===== src/rtl/core/mm64_pkg.sv =====
// Shared types and constants for the streaming MurmurHash64A engine.
// No dependencies; compile first.
`default_nettype none

package mm64_pkg;

    localparam logic [63:0] MIX_MUL   = 64'hc6a4a7935bd1e995;
    localparam int unsigned MIX_SHIFT = 47;
    localparam logic [3:0]  TAIL_MASK = 4'd7;
    localparam logic [3:0]  FULL_COUNT = 4'd8;

    // Partial-product phases of the shared 32x32 multiplier
    localparam logic [1:0] PH_LO    = 2'd0;   // a_lo * m_lo, full 64 bits
    localparam logic [1:0] PH_HI    = 2'd1;   // a_hi * m_lo, low half into the top word
    localparam logic [1:0] PH_CROSS = 2'd2;   // a_lo * m_hi, low half into the top word

    // Configuration register indexes
    localparam logic REG_SEED = 1'b0;

    typedef enum logic [2:0] {
        S_IDLE,
        S_PICK,
        S_LOAD,
        S_MUL,
        S_WB
    } t_state;

    // Which multiplication by MIX_MUL is in flight
    typedef enum logic [2:0] {
        OP_NONE,
        OP_LEN,
        OP_K1,
        OP_K2,
        OP_H,
        OP_FIN
    } t_op;

    typedef struct packed {
        logic       capture;
        logic       load;
        logic       mul;
        logic       wb;
        t_op        op;
        logic [1:0] phase;
    } t_dp_cmd;

    typedef struct packed {
        logic first;
        logic last;
        logic full;
        logic tail_nz;
        logic out_full;
    } t_dp_status;

endpackage

`default_nettype wire


===== src/rtl/core/mm64_in_if.sv =====
// Input channel of the MurmurHash64A engine: valid/ready plus one message word.
// No dependencies.
`default_nettype none

interface mm64_in_if;
    logic        valid;
    logic        ready;
    logic [63:0] data_word;
    logic [3:0]  byte_count;
    logic        first;
    logic        last;
    logic [31:0] total_length;

    modport source (output valid, output data_word, output byte_count, output first,
                    output last, output total_length, input ready);
    modport sink   (input valid, input data_word, input byte_count, input first,
                    input last, input total_length, output ready);
endinterface

`default_nettype wire


===== src/rtl/core/mm64_out_if.sv =====
// Output channel of the MurmurHash64A engine: valid/ready plus the digest.
// No dependencies.
`default_nettype none

interface mm64_out_if;
    logic        valid;
    logic        ready;
    logic [63:0] digest;

    modport source (output valid, output digest, input ready);
    modport sink   (input valid, input digest, output ready);
endinterface

`default_nettype wire


===== src/rtl/core/mm64_dp.sv =====
// Datapath of the MurmurHash64A engine: item registers, accumulator,
// shared 32x32 multiplier and digest output register. Uses mm64_pkg.
`default_nettype none

module mm64_dp (
    input  wire logic                   i_clk,
    input  wire logic                   i_rst_n,
    input  wire mm64_pkg::t_dp_cmd      i_cmd,
    input  wire logic [63:0]            i_seed,
    input  wire logic [63:0]            i_data_word,
    input  wire logic [3:0]             i_byte_count,
    input  wire logic                   i_first,
    input  wire logic                   i_last,
    input  wire logic [31:0]            i_total_length,
    input  wire logic                   i_out_ready,
    output mm64_pkg::t_dp_status        o_status,
    output logic                        o_out_valid,
    output logic [63:0]                 o_digest
);

    logic [63:0] r_word;
    logic [31:0] r_len;
    logic [2:0]  r_tail;
    logic        r_full;
    logic        r_first;
    logic        r_last;
    logic [63:0] r_acc;
    logic [63:0] r_ma;
    logic [63:0] r_prod;
    logic [63:0] r_digest;
    logic        r_out_valid;
    logic        n_out_valid;

    logic [3:0]  count_n;
    logic [63:0] tail_word;
    logic [63:0] operand;
    logic [31:0] mul_x;
    logic [31:0] mul_y;
    logic [63:0] mul_p;

    // Short or oversized counts become a full word except for a tail on the last item
    assign count_n = (!i_last || (i_byte_count > mm64_pkg::FULL_COUNT))
                     ? mm64_pkg::FULL_COUNT : i_byte_count;

    always_ff @(posedge i_clk) begin
        if (i_cmd.capture) begin
            r_word  <= i_data_word;
            r_len   <= i_total_length;
            r_tail  <= 3'(count_n & mm64_pkg::TAIL_MASK);
            r_full  <= count_n[3];
            r_first <= i_first;
            r_last  <= i_last;
        end
    end

    // Keep only the valid tail bytes
    always_comb begin
        for (int b = 0; b < 8; b++) begin
            tail_word[8*b +: 8] = (3'(b) < r_tail) ? r_word[8*b +: 8] : 8'h00;
        end
    end

    always_comb begin
        unique case (i_cmd.op)
            mm64_pkg::OP_LEN: operand = {32'h0, r_len};
            mm64_pkg::OP_K1:  operand = r_word;
            mm64_pkg::OP_K2:  operand = r_prod ^ (r_prod >> mm64_pkg::MIX_SHIFT);
            mm64_pkg::OP_H:   operand = r_full ? (r_acc ^ r_prod) : (r_acc ^ tail_word);
            mm64_pkg::OP_FIN: operand = r_acc ^ (r_acc >> mm64_pkg::MIX_SHIFT);
            default:          operand = r_ma;
        endcase
    end

    // Low 64 bits of operand * MIX_MUL, one partial product per cycle
    assign mul_x = (i_cmd.phase == mm64_pkg::PH_HI) ? r_ma[63:32] : r_ma[31:0];
    assign mul_y = (i_cmd.phase == mm64_pkg::PH_CROSS) ? mm64_pkg::MIX_MUL[63:32]
                                                       : mm64_pkg::MIX_MUL[31:0];
    assign mul_p = 64'(mul_x) * 64'(mul_y);

    always_ff @(posedge i_clk) begin
        if (i_cmd.load) begin
            r_ma <= operand;
        end
        if (i_cmd.mul) begin
            if (i_cmd.phase == mm64_pkg::PH_LO) begin
                r_prod <= mul_p;
            end else begin
                r_prod <= r_prod + {mul_p[31:0], 32'h0};
            end
        end
        if (i_cmd.wb && (i_cmd.op == mm64_pkg::OP_FIN)) begin
            r_digest <= r_prod ^ (r_prod >> mm64_pkg::MIX_SHIFT);
        end
    end

    always_ff @(posedge i_clk) begin
        if (!i_rst_n) begin
            r_acc <= 64'h0;
        end else if (i_cmd.wb) begin
            if (i_cmd.op == mm64_pkg::OP_LEN) begin
                r_acc <= i_seed ^ r_prod;
            end else if (i_cmd.op == mm64_pkg::OP_H) begin
                r_acc <= r_prod;
            end
        end
    end

    always_comb begin
        n_out_valid = r_out_valid;
        if (r_out_valid && i_out_ready) begin
            n_out_valid = 1'b0;
        end
        if (i_cmd.wb && (i_cmd.op == mm64_pkg::OP_FIN)) begin
            n_out_valid = 1'b1;
        end
    end

    always_ff @(posedge i_clk) begin
        if (!i_rst_n) begin
            r_out_valid <= 1'b0;
        end else begin
            r_out_valid <= n_out_valid;
        end
    end

    assign o_status.first    = r_first;
    assign o_status.last     = r_last;
    assign o_status.full     = r_full;
    assign o_status.tail_nz  = (r_tail != 3'd0);
    assign o_status.out_full = r_out_valid && !i_out_ready;
    assign o_out_valid       = r_out_valid;
    assign o_digest          = r_digest;

endmodule

`default_nettype wire


===== src/rtl/core/mm64_ctrl.sv =====
// Sequencer of the MurmurHash64A engine: orders the multiplications of one
// item and drives the datapath commands. Uses mm64_pkg.
`default_nettype none

module mm64_ctrl (
    input  wire logic                   i_clk,
    input  wire logic                   i_rst_n,
    input  wire logic                   i_in_valid,
    input  wire mm64_pkg::t_dp_status   i_status,
    output logic                        o_in_ready,
    output mm64_pkg::t_dp_cmd           o_cmd
);

    mm64_pkg::t_state r_state;
    mm64_pkg::t_state n_state;
    mm64_pkg::t_op    r_op;
    mm64_pkg::t_op    n_op;
    logic [1:0]       r_phase;
    logic [1:0]       n_phase;

    // Multiplication that follows op for the item described by st
    function automatic mm64_pkg::t_op next_op(input mm64_pkg::t_op op,
                                              input mm64_pkg::t_dp_status st);
        mm64_pkg::t_op nx;
        nx = mm64_pkg::OP_NONE;
        unique case (op)
            mm64_pkg::OP_NONE: begin
                // Without first, skip the length multiply and go on from the accumulator
                if (st.first) begin
                    nx = mm64_pkg::OP_LEN;
                end else if (st.full) begin
                    nx = mm64_pkg::OP_K1;
                end else if (st.tail_nz) begin
                    nx = mm64_pkg::OP_H;
                end else if (st.last) begin
                    nx = mm64_pkg::OP_FIN;
                end
            end
            mm64_pkg::OP_LEN: begin
                if (st.full) begin
                    nx = mm64_pkg::OP_K1;
                end else if (st.tail_nz) begin
                    nx = mm64_pkg::OP_H;
                end else if (st.last) begin
                    nx = mm64_pkg::OP_FIN;
                end
            end
            mm64_pkg::OP_K1: nx = mm64_pkg::OP_K2;
            mm64_pkg::OP_K2: nx = mm64_pkg::OP_H;
            mm64_pkg::OP_H: begin
                if (st.last) begin
                    nx = mm64_pkg::OP_FIN;
                end
            end
            mm64_pkg::OP_FIN: nx = mm64_pkg::OP_NONE;
            default:          nx = mm64_pkg::OP_NONE;
        endcase
        return nx;
    endfunction

    always_ff @(posedge i_clk) begin
        if (!i_rst_n) begin
            r_state <= mm64_pkg::S_IDLE;
            r_op    <= mm64_pkg::OP_NONE;
            r_phase <= mm64_pkg::PH_LO;
        end else begin
            r_state <= n_state;
            r_op    <= n_op;
            r_phase <= n_phase;
        end
    end

    always_comb begin
        n_state       = r_state;
        n_op          = r_op;
        n_phase       = r_phase;
        o_in_ready    = 1'b0;
        o_cmd.capture = 1'b0;
        o_cmd.load    = 1'b0;
        o_cmd.mul     = 1'b0;
        o_cmd.wb      = 1'b0;
        o_cmd.op      = r_op;
        o_cmd.phase   = r_phase;
        unique case (r_state)
            mm64_pkg::S_IDLE: begin
                o_in_ready    = 1'b1;
                o_cmd.capture = i_in_valid;
                if (i_in_valid) begin
                    n_state = mm64_pkg::S_PICK;
                end
            end
            mm64_pkg::S_PICK: begin
                n_op = next_op(mm64_pkg::OP_NONE, i_status);
                if (n_op == mm64_pkg::OP_NONE) begin
                    n_state = mm64_pkg::S_IDLE;
                end else begin
                    n_state = mm64_pkg::S_LOAD;
                end
            end
            mm64_pkg::S_LOAD: begin
                o_cmd.load = 1'b1;
                n_phase    = mm64_pkg::PH_LO;
                n_state    = mm64_pkg::S_MUL;
            end
            mm64_pkg::S_MUL: begin
                o_cmd.mul = 1'b1;
                if (r_phase == mm64_pkg::PH_CROSS) begin
                    n_state = mm64_pkg::S_WB;
                end else begin
                    n_phase = r_phase + 2'd1;
                end
            end
            mm64_pkg::S_WB: begin
                // hold the digest until the output register is free
                if (!((r_op == mm64_pkg::OP_FIN) && i_status.out_full)) begin
                    o_cmd.wb = 1'b1;
                    n_op     = next_op(r_op, i_status);
                    if (n_op == mm64_pkg::OP_NONE) begin
                        n_state = mm64_pkg::S_IDLE;
                    end else begin
                        n_state = mm64_pkg::S_LOAD;
                    end
                end
            end
            default: begin
                n_state = mm64_pkg::S_IDLE;
            end
        endcase
    end

endmodule

`default_nettype wire


===== src/rtl/core/murmur64a_stream_hash.sv =====
// Top level of the streaming MurmurHash64A engine with its APB seed register.
// Depends on mm64_pkg, mm64_in_if, mm64_out_if, mm64_ctrl and mm64_dp.
`default_nettype none

// MurmurHash64A over a message streamed as little-endian 64-bit words on i_in;
// the item marked first also carries the total byte length, the item marked last
// may hold 0 to 7 tail bytes, and one digest transfer per message leaves on o_out.
// Items are taken one at a time. Every multiplication by the mixing constant
// runs on one shared 32x32 multiplier as an operand load, three partial
// products and a write-back. After capture and a pick step, an item runs its
// multiplications in turn: three for a full word, one for a tail, plus one when
// the item starts a message and one for finalisation on the last item. The
// digest sits in an output register, so the next item is taken while it
// waits; only a second digest stalls behind one not yet taken. The seed lives
// at APB address 0 (64-bit data); the user must write it only while the engine
// is idle, which the block itself does not enforce. The accumulator is not
// cleared by the last item: a message that does not start with first set
// carries on from whatever state was left.

module murmur64a_stream_hash (
    input  wire logic         i_clk,
    input  wire logic         i_rst_n,
    input  wire logic         psel,
    input  wire logic         penable,
    input  wire logic         pwrite,
    input  wire logic [3:0]   paddr,
    input  wire logic [63:0]  pwdata,
    output logic [63:0]       prdata,
    output logic              pready,
    mm64_in_if.sink           i_in,
    mm64_out_if.source        o_out
);

    logic [63:0]           r_seed;
    logic                  reg_index;
    mm64_pkg::t_dp_cmd     cmd;
    mm64_pkg::t_dp_status  status;

    // Register index is the 8-byte slot number
    assign reg_index = paddr[3];
    assign pready    = 1'b1;

    // Write the seed on the APB access phase
    always_ff @(posedge i_clk) begin
        if (!i_rst_n) begin
            r_seed <= 64'h0;
        end else if (psel && penable && pwrite && pready
                     && (reg_index == mm64_pkg::REG_SEED)) begin
            r_seed <= pwdata;
        end
    end

    assign prdata = (reg_index == mm64_pkg::REG_SEED) ? r_seed : 64'h0;

    // Sequencer: decides which multiplication runs next
    mm64_ctrl u_ctrl (
        .i_clk      (i_clk),
        .i_rst_n    (i_rst_n),
        .i_in_valid (i_in.valid),
        .i_status   (status),
        .o_in_ready (i_in.ready),
        .o_cmd      (cmd)
    );

    // Datapath: holds the item, the accumulator and the digest register
    mm64_dp u_dp (
        .i_clk          (i_clk),
        .i_rst_n        (i_rst_n),
        .i_cmd          (cmd),
        .i_seed         (r_seed),
        .i_data_word    (i_in.data_word),
        .i_byte_count   (i_in.byte_count),
        .i_first        (i_in.first),
        .i_last         (i_in.last),
        .i_total_length (i_in.total_length),
        .i_out_ready    (o_out.ready),
        .o_status       (status),
        .o_out_valid    (o_out.valid),
        .o_digest       (o_out.digest)
    );

endmodule

`default_nettype wire


===== src/flat_wrapper.sv =====
// flat-port wrapper written by rule: the top's interface ports become plain ports
module murmur64a_stream_hash_flat 
  (i_clk, i_rst_n, psel, penable, pwrite, paddr, pwdata, prdata, pready, i_in_valid, i_in_data_word, i_in_byte_count, i_in_first, i_in_last, i_in_total_length, i_in_ready, o_out_valid, o_out_digest, o_out_ready);
  mm64_in_if i_in_i ();
  mm64_out_if o_out_i ();
  input  wire logic i_clk;
  input  wire logic i_rst_n;
  input  wire logic psel;
  input  wire logic penable;
  input  wire logic pwrite;
  input  wire logic [3:0] paddr;
  input  wire logic [63:0] pwdata;
  output logic [63:0] prdata;
  output logic pready;
  input wire logic [$bits(i_in_i.valid)-1:0] i_in_valid;
  input wire logic [$bits(i_in_i.data_word)-1:0] i_in_data_word;
  input wire logic [$bits(i_in_i.byte_count)-1:0] i_in_byte_count;
  input wire logic [$bits(i_in_i.first)-1:0] i_in_first;
  input wire logic [$bits(i_in_i.last)-1:0] i_in_last;
  input wire logic [$bits(i_in_i.total_length)-1:0] i_in_total_length;
  output wire logic [$bits(i_in_i.ready)-1:0] i_in_ready;
  output wire logic [$bits(o_out_i.valid)-1:0] o_out_valid;
  output wire logic [$bits(o_out_i.digest)-1:0] o_out_digest;
  input wire logic [$bits(o_out_i.ready)-1:0] o_out_ready;
  assign i_in_i.valid = i_in_valid;
  assign i_in_i.data_word = i_in_data_word;
  assign i_in_i.byte_count = i_in_byte_count;
  assign i_in_i.first = i_in_first;
  assign i_in_i.last = i_in_last;
  assign i_in_i.total_length = i_in_total_length;
  assign i_in_ready = i_in_i.ready;
  assign o_out_valid = o_out_i.valid;
  assign o_out_digest = o_out_i.digest;
  assign o_out_i.ready = o_out_ready;
  murmur64a_stream_hash u_core (.i_clk(i_clk), .i_rst_n(i_rst_n), .psel(psel), .penable(penable), .pwrite(pwrite), .paddr(paddr), .pwdata(pwdata), .prdata(prdata), .pready(pready), .i_in(i_in_i), .o_out(o_out_i));
endmodule

===== config.mk =====
export PLATFORM = sky130hd
export DESIGN_NAME = murmur64a_stream_hash_flat
export DESIGN_NICKNAME = d
export VERILOG_FILES = /design/src/rtl/core/mm64_pkg.sv /design/src/rtl/core/mm64_in_if.sv /design/src/rtl/core/mm64_out_if.sv /design/src/rtl/core/mm64_dp.sv /design/src/rtl/core/mm64_ctrl.sv /design/src/rtl/core/murmur64a_stream_hash.sv /design/src/flat_wrapper.sv
export SDC_FILE = /design/constraint.sdc
export NUM_CORES = 2
export LEC_CHECK = 0
export ABC_AREA = 0
export ABC_CLOCK_PERIOD_IN_PS = 32500
export BUFFER_PORTS_ARGS = -buffer_cell sky130_fd_sc_hd__buf_4
export CAP_MARGIN = 10
export CELL_PAD_IN_SITES_DETAIL_PLACEMENT = 2
export CELL_PAD_IN_SITES_GLOBAL_PLACEMENT = 2
export CORE_ASPECT_RATIO = 2
export CORE_MARGIN = 2
export CORE_UTILIZATION = 40
export CTS_CLUSTER_SIZE = 24
export DETAILED_ROUTE_END_ITERATION = 8
export HOLD_SLACK_MARGIN = 0.15
export PLACE_DENSITY_LB_ADDON = 0.12
export SYNTH_ARGS = -nofsm -noshare
export SYNTH_HDL_FRONTEND = slang
export SYNTH_SLANG_ARGS = --single-unit

===== constraint.sdc =====
create_clock -name i_clk -period 32.5 [get_ports i_clk]
set_clock_uncertainty 0.05 [all_clocks]
set_input_delay 3.25 -clock i_clk [delete_from_list [all_inputs] [get_ports i_clk]]
set_output_delay 3.25 -clock i_clk [all_outputs]
set_load 0.01 [all_outputs]

### Word-level counts from Yosys, hierarchy flattened

Index checks and enable logic that the tools add are counted.

| operators by class | value |
|---|---|
| add/subtract/negate cells | 2 |
| multiply operators | 1 |
| order comparisons | 9 |
| equality and inequality tests | 15 |
| muxes and demuxes | 42 |
| bitwise operators | 6 |
| reductions and logical operators | 26 |

Operators with widths:

| kind | count |
|---|---|
| 64-bit 2-to-1 mux | 5 |
| 64-bit case mux with 5 select lines | 1 |
| 64-bit XOR | 3 |
| 64-bit by 17-bit XOR with 64-bit output | 2 |
| 64-bit adder | 1 |
| 32-bit by 32-bit multiplier with 64-bit output | 1 |
| 32-bit 2-to-1 mux | 2 |
| 8-bit 2-to-1 mux | 8 |
| 3-bit 2-to-1 mux | 11 |
| 3-bit case mux with 5 select lines | 2 |
| 3-bit by 2-bit == test with 1-bit output, second input constant | 4 |
| 3-bit zero test | 4 |
| 3-bit less-than comparator, first input constant | 4 |
| 3-bit == test, second input constant | 3 |
| 1-bit 2-to-1 mux | 8 |
| 2-bit inequality test, second input constant | 4 |
| 2-bit AND reduction | 4 |
| 2-bit nonzero test | 4 |
| 1-bit logical AND | 7 |
| 3-bit by 1-bit == test with 1-bit output, second input constant | 2 |
| 1-bit by 3-bit less-than comparator with 1-bit output, first input constant | 2 |
| 2-bit by 3-bit less-than comparator with 1-bit output, first input constant | 2 |
| 2-bit 2-to-1 mux | 3 |
| 3-bit case mux with 2 select lines | 1 |
| other kinds (12) | 13 |

| word-level totals | value |
|---|---|
| bits in registers | 431 |
| input port bits | 177 |
| output and inout port bits | 131 |
| word-level logic and storage cells | 116 |

### Longest topological paths before layout

| logic depth | value |
|---|---|
| word-level depth | 11 |
| depth in mapped cells | 40 |
| mapped depth without buffers | 37 |

### Modules after synthesis

From an unflattened synthesis, not the netlist that was laid out.

| unflattened totals | value |
|---|---|
| cells, all modules | 4,379 |
| area, all modules | 45,120.8 µm² |

By module, submodules not included:

| module | instances | cells an instance | area each (µm²) | seq. area each (µm²) |
|---|---|---|---|---|
| mm64_dp | 1 | 3,955 | 41,552.4 | 10,129.7 |
| murmur64a_stream_hash | 1 | 351 | 3,039.2 | 1,281.2 |
| mm64_ctrl | 1 | 73 | 529.3 | 160.2 |

### Least setup slack after synthesis

No wires, ideal clock.

| timing path | value |
|---|---|
| kind | reg-to-reg |
| start | register u_core.u_ctrl.r_op[2] |
| end | register u_core.u_dp.r_ma[0] (enable) |
| setup time | 0.828 ns |
| arrival time | 10.873 ns |
| required time | 31.622 ns |
| setup slack | 20.749 ns |
| stages on the path, launching flop included | 5 |
| buffers on the path | 2 |
| period minus slack after synthesis | 11.751 ns |
| cell sequence | dfxtp_1 > clkbuf_1 > clkbuf_1 > nor3_1 > a2111oi_0 |

| between the ends | value |
|---|---|
| word-level cells in the longest chain between the ends | 3 |
| elaborated cells between the ends (all ways) | 7 |
| those cells by class | eq/ne: 5; reduce/logical: 2 |

Ends and longest elaborated chain:

| element | RTL line | text |
|---|---|---|
| start, declared | mm64_ctrl.sv:16 | `mm64_pkg::t_op r_op;` |
| start signal, assigned | mm64_ctrl.sv:64 | `r_op <= mm64_pkg::OP_NONE;` |
| start signal, assigned | mm64_ctrl.sv:68 | `r_op <= n_op;` |
| 3-bit == test (tied with other cells) | mm64_dp.sv:64 | `unique case (i_cmd.op)` |
| 5-bit nonzero test (no source line) (*) | -- |  |
| 2-bit AND reduction (no source line) (*) | -- |  |
| end signal, assigned | mm64_dp.sv:82 | `r_ma <= operand;` |
| end, declared | mm64_dp.sv:28 | `logic [63:0] r_ma;` |

Every way passes the cells marked *; elsewhere a longest branch is shown, timed or not.
A chain may end at the register's enable or synchronous reset.

### Worst setup path after layout

| timing path | value |
|---|---|
| start | register u_core.u_ctrl.r_phase[1] |
| end | register u_core.u_dp.r_prod[63] (data pin) |

| between the ends | value |
|---|---|
| word-level cells in the longest chain between the ends | 5 |
| elaborated cells between the ends (all ways) | 8 |
| those cells by class | add/sub: 1; mul: 1; eq/ne: 2; mux: 3; reduce/logical: 1 |

Ends and longest elaborated chain:

| element | RTL line | text |
|---|---|---|
| start, declared | mm64_ctrl.sv:18 | `logic [1:0] r_phase;` |
| start signal, assigned | mm64_ctrl.sv:65 | `r_phase <= mm64_pkg::PH_LO;` |
| start signal, assigned | mm64_ctrl.sv:69 | `r_phase <= n_phase;` |
| 2-bit by 1-bit == test with 1-bit output or 2-bit == test (tied branches) | mm64_dp.sv:75, mm64_dp.sv:76 |  |
| 32-bit 2-to-1 mux, on equally long branches | mm64_dp.sv:75, mm64_dp.sv:76 |  |
| 32-bit by 32-bit multiplier with 64-bit output | mm64_dp.sv:78 | `assign mul_p = 64'(mul_x) * 64'(mul_y);` |
| 64-bit adder | mm64_dp.sv:88 | `r_prod <= r_prod + {mul_p[31:0], 32'h0};` |
| 64-bit 2-to-1 mux (*) | mm64_dp.sv:85 | `if (i_cmd.phase == mm64_pkg::PH_LO) begin` |
| end signal, assigned | mm64_dp.sv:86 | `r_prod <= mul_p;` |
| end signal, assigned | mm64_dp.sv:88 |  |
| end, declared | mm64_dp.sv:29 | `logic [63:0] r_prod;` |

Marked as above.

==> summary by stage <==
Clock network
The cell at the root of the clock tree is sky130_fd_sc_hd__clkbuf_16. The number of sinks on the clock net is 431. The H-tree was split into 2 levels. Clock-pin slew was measured on the worst setup and hold paths at 0.08 ns. In this run, post-CTS hold repair placed 0 buffers. After clock tree synthesis, the repair step resized 0 gates. The clock reaches the later pin of the worst-skew pair after 0.57 ns. The longest clock path from root to sink contains 3 buffers. The number of clock buffers added by TritonCTS is 36. The CTS tree is yes.

Post-CTS timing repair inserted 0 buffers for setup.

STA
On the final layout, the worst hold slack is 0.4319 ns. The maximum clock rate is 0.08382 GHz. The count of pins over their slew limit is 0.

For the finished layout, the period the worst path requires is 11.93 ns. The count of final setup violators is 0. The final hold violation count is 0. Setup repair after global routing left no endpoint under its margin. At the pin with the least slew margin, the transition time is 1.171 ns. Headroom to the max-slew limit came out at 0.2138. Of the available clock period, the critical path in the final layout requires 0.3671. After routing, the total negative slack on setup checks comes to 0 ns.

Worst setup path
The launching element type of the critical path is a register. The standard cell with the maximum stage delay on the critical path is sky130_fd_sc_hd__mux2i_1. Data on the critical path arrives at its endpoint at 12.20 ns.

In this run the worst path has a maximum fanout of 19. The nature of the critical path endpoint is a register. In this design, the stage delay of the slowest critical-path cell is 0.97 ns. Counting stages on the worst path, the most repeated cell is sky130_fd_sc_hd__fa_1. Data on the critical path is required at its endpoint by 32.77 ns. The type of the worst setup path is reg2reg.

Die
The site row count is 174. The number of ports placed on the die boundary is 308. The overall die area is 116,300 um2. The effective utilization at floorplan is 0.4032.

The width of the die is 242.2 um. The area of the core region is 112,600 um2. The die outline height is 480.4 um.

Place
The HPWL after detailed placement is 157.5 mm. During placement, the flow inserted port buffers numbering 303. The weighted congestion at the end of routability-driven global placement is 0.9592.

Drt
Dividing the detail-routed wire length by the instance count gives 30.40 um. The post-route DRC violation count is 0. The count of vias placed by the detailed router is 34.46k. In this run the remaining antenna-violating nets after routing total 0. The first detailed-routing pass ran for 7 iterations.

The detailed-route vias per instance is 5.561. The overall routed net length is 188.3 mm. The first routing iteration left 1,538 violations.

Synthesis
During synthesis, Yosys emitted a total of 0 warnings. In the synthesized netlist the dominant register cell turns out to be sky130_fd_sc_hd__edfxtp_1. sky130_fd_sc_hd__fa_1 takes more of the synthesized area than any other cell. Synthesis produced a netlist whose cell count is 4,431.

The distinct cell type count of the synthesized netlist is 82. Of the synthesized area, sequential elements account for 0.2550. The number of storage elements in the synthesis netlist is 431. Yosys attributes the largest share of cell area to sky130_fd_sc_hd__fa_1 27%, sky130_fd_sc_hd__edfxtp_1 19%, sky130_fd_sc_hd__ha_1 12%. In the synthesized netlist the async set-or-reset flop fraction comes to 0. The post-synth design cell area is 45,380 um2. After synthesis, the mean cell area works out to 10.24 um2. The synthesized design contains 294 enable-type register cells. Of the post-synthesis cell area, the dominant cell type holds 0.2678.

Status
The flow ran to the end, and the final reports show no timing, DRC or antenna violations.

Layout
Of the cells placed in the final design, the portion with a size suffix greater than 1 is 0.1047. The count of fill cells added during filler insertion is 11.96k. Relative to the synthesized area, the layout overhead comes to 11.74%. The multi-input combinational cells in the finished layout cover a total of 30,400 um2. Measured on the finished design, the core utilization comes to 0.4505. The flip-flop and latch area is 11,570 um2. The final layout contains 5,897 nets.

Global route
The global routing usage summed across all routing layers is 0.3266. Entering global routing, the biggest net connects 77 pins. The total congestion overflow after global routing is 0.

The via count of the first global-routing pass is 40.88k. The number of antenna violations at the first check in global routing came to 4. The first global-routing pass estimated 274.7 mm of wire.

Flow run
Across the run, the number of max-cap violations was 0.

Min path
The type of the tightest min-delay check is reg2reg.
[cell type report]
| cell class | instances | share of cell area |
|---|---|---|
| diodes | 2 | 0.00009870 |
| clock buffers | 50 | 0.02028 |
| clock inverters | 13 | 0.003257 |
| inverters | 758 | 0.05611 |
| multi-input cells | 3070 | 0.5995 |
| flip-flops and latches | 431 | 0.2282 |
| well taps | 1496 | 0.03691 |
| repair buffers | 376 | 0.05567 |
[critical path: cells and delay by family (launching register included)]
family          cells  cell delay [ns]
compound gates     10             2.29
buf+inv             5             1.41
simple gates        4             0.55
fa+ha+maj          11             5.21
flops               1             0.37
xor+xnor            1             0.82
mux                 1             0.97
[synthesized netlist by cell type (all sizes together) (4+ instances only)]
master / number
clkbuf: 162
clkinv: 6
mux2i: 32
xnor2: 122
o21bai: 20
a21o: 87
nand2b: 39
ha: 440
a21boi: 68
dfxtp: 137
a22oi: 92
nand2: 434
fa: 607
nand4: 21
a221o: 9
nand3: 23
and4: 4
o211ai: 16
and3: 13
o211a: 67
a31o: 4
nor2: 164
a222oi: 5
xor2: 160
mux2: 12
o21a: 11
buf: 12
o21ai: 93
a211oi: 27
o31ai: 9
nor3: 28
inv: 752
a31oi: 14
and2: 51
o221ai: 27
or3: 8
a22o: 11
a21oi: 183
or2: 17
edfxtp: 294
nor2b: 93
o22ai: 5
[registers in the layout (all words and copies together) (netlist names)]
register,cells
u_core.r_seed,64
u_core.u_dp.o_digest,64
u_core.u_dp.r_acc,64
u_core.u_dp.r_ma,64
u_core.u_dp.r_prod,64
u_core.u_dp.r_word,64
u_core.u_dp.r_len,32
u_core.u_ctrl.r_op,3
u_core.u_ctrl.r_state,3
u_core.u_dp.r_tail,3
u_core.u_ctrl.r_phase,2
u_core.u_dp.o_out_valid,1
u_core.u_dp.r_first,1
u_core.u_dp.r_full,1
u_core.u_dp.r_last,1
[cells in the final DEF (no fill, tap or decap), types with 12 or more instances in the layout]
cell and n:
sky130_fd_sc_hd__a21o_1 87, sky130_fd_sc_hd__and2_1 49, sky130_fd_sc_hd__mux2i_1 32, sky130_fd_sc_hd__o221ai_1 27, sky130_fd_sc_hd__o211a_1 67, sky130_fd_sc_hd__inv_1 752
sky130_fd_sc_hd__buf_4 376, sky130_fd_sc_hd__nor3_1 24, sky130_fd_sc_hd__a21oi_1 181, sky130_fd_sc_hd__o21ai_0 92, sky130_fd_sc_hd__a22oi_1 92, sky130_fd_sc_hd__and3_1 13
sky130_fd_sc_hd__or2_2 17, sky130_fd_sc_hd__edfxtp_1 294, sky130_fd_sc_hd__xnor2_1 122, sky130_fd_sc_hd__dfxtp_1 137, sky130_fd_sc_hd__a31oi_1 13, sky130_fd_sc_hd__fa_1 607
sky130_fd_sc_hd__a21boi_0 68, sky130_fd_sc_hd__ha_1 436, sky130_fd_sc_hd__mux2_2 12, sky130_fd_sc_hd__nand2b_1 39, sky130_fd_sc_hd__o21bai_1 20, sky130_fd_sc_hd__nor2b_1 90
sky130_fd_sc_hd__nand2_1 434, sky130_fd_sc_hd__clkbuf_16 37, sky130_fd_sc_hd__nor2_1 162, sky130_fd_sc_hd__nand3_1 23, sky130_fd_sc_hd__o211ai_1 15, sky130_fd_sc_hd__xor2_1 160
sky130_fd_sc_hd__nand4_1 21, sky130_fd_sc_hd__a211oi_1 27
[final timing paths]
path / cells past startpoint / endpoint / start / slack (ns)
max: 32 / u_core.u_dp.r_prod[63] / u_core.u_ctrl.r_phase[1] / 20.57
min: 2 / u_core.r_seed[35] / u_core.r_seed[35] / 0.43
min reg2reg: 2 / u_core.r_seed[35] / u_core.r_seed[35] / 0.43
max reg2reg: 32 / u_core.u_dp.r_prod[63] / u_core.u_ctrl.r_phase[1] / 20.57
[metrics by stage]
step           worst slack (ns)  instances  cell area, um2
2_1_floorplan             20.75       4433           45390
5_1_grt                   20.23       6196           50710
3_5_place_dp              20.61       6131           49510
3_3_place_gp              20.81       6131           49510
4_1_cts                   20.51       6194           50700
6_report                  20.57       6196           50710
[layer usage]
layer / part of all wire / vias to the layer above / GRT usage
li1: - / 15020 / -
met1: 0.33 / 18020 / 0.3108
met2: 0.54 / 947 / 0.6166
met3: 0.038 / 464 / 0.04359
met4: 0.10 / 4 / 0.2749
met5: 0.00015 / - / 0
[kinds of logic after synthesis]
| family | synth area share |
|---|---|
| AOI/OAI and AO/OA | 0.1212 |
| xor gates and xnor gates | 0.05442 |
| adders and majority gates | 0.3891 |
| buffers and inverters | 0.07720 |
| DFF | 0.2550 |
| muxes | 0.01004 |
| other | 0.0001655 |
| and+or+nand+nor | 0.09291 |
Power is left out: the tool's default activity adds up to more than one toggle a clock period on the data nets, which glitch-free logic cannot reach.
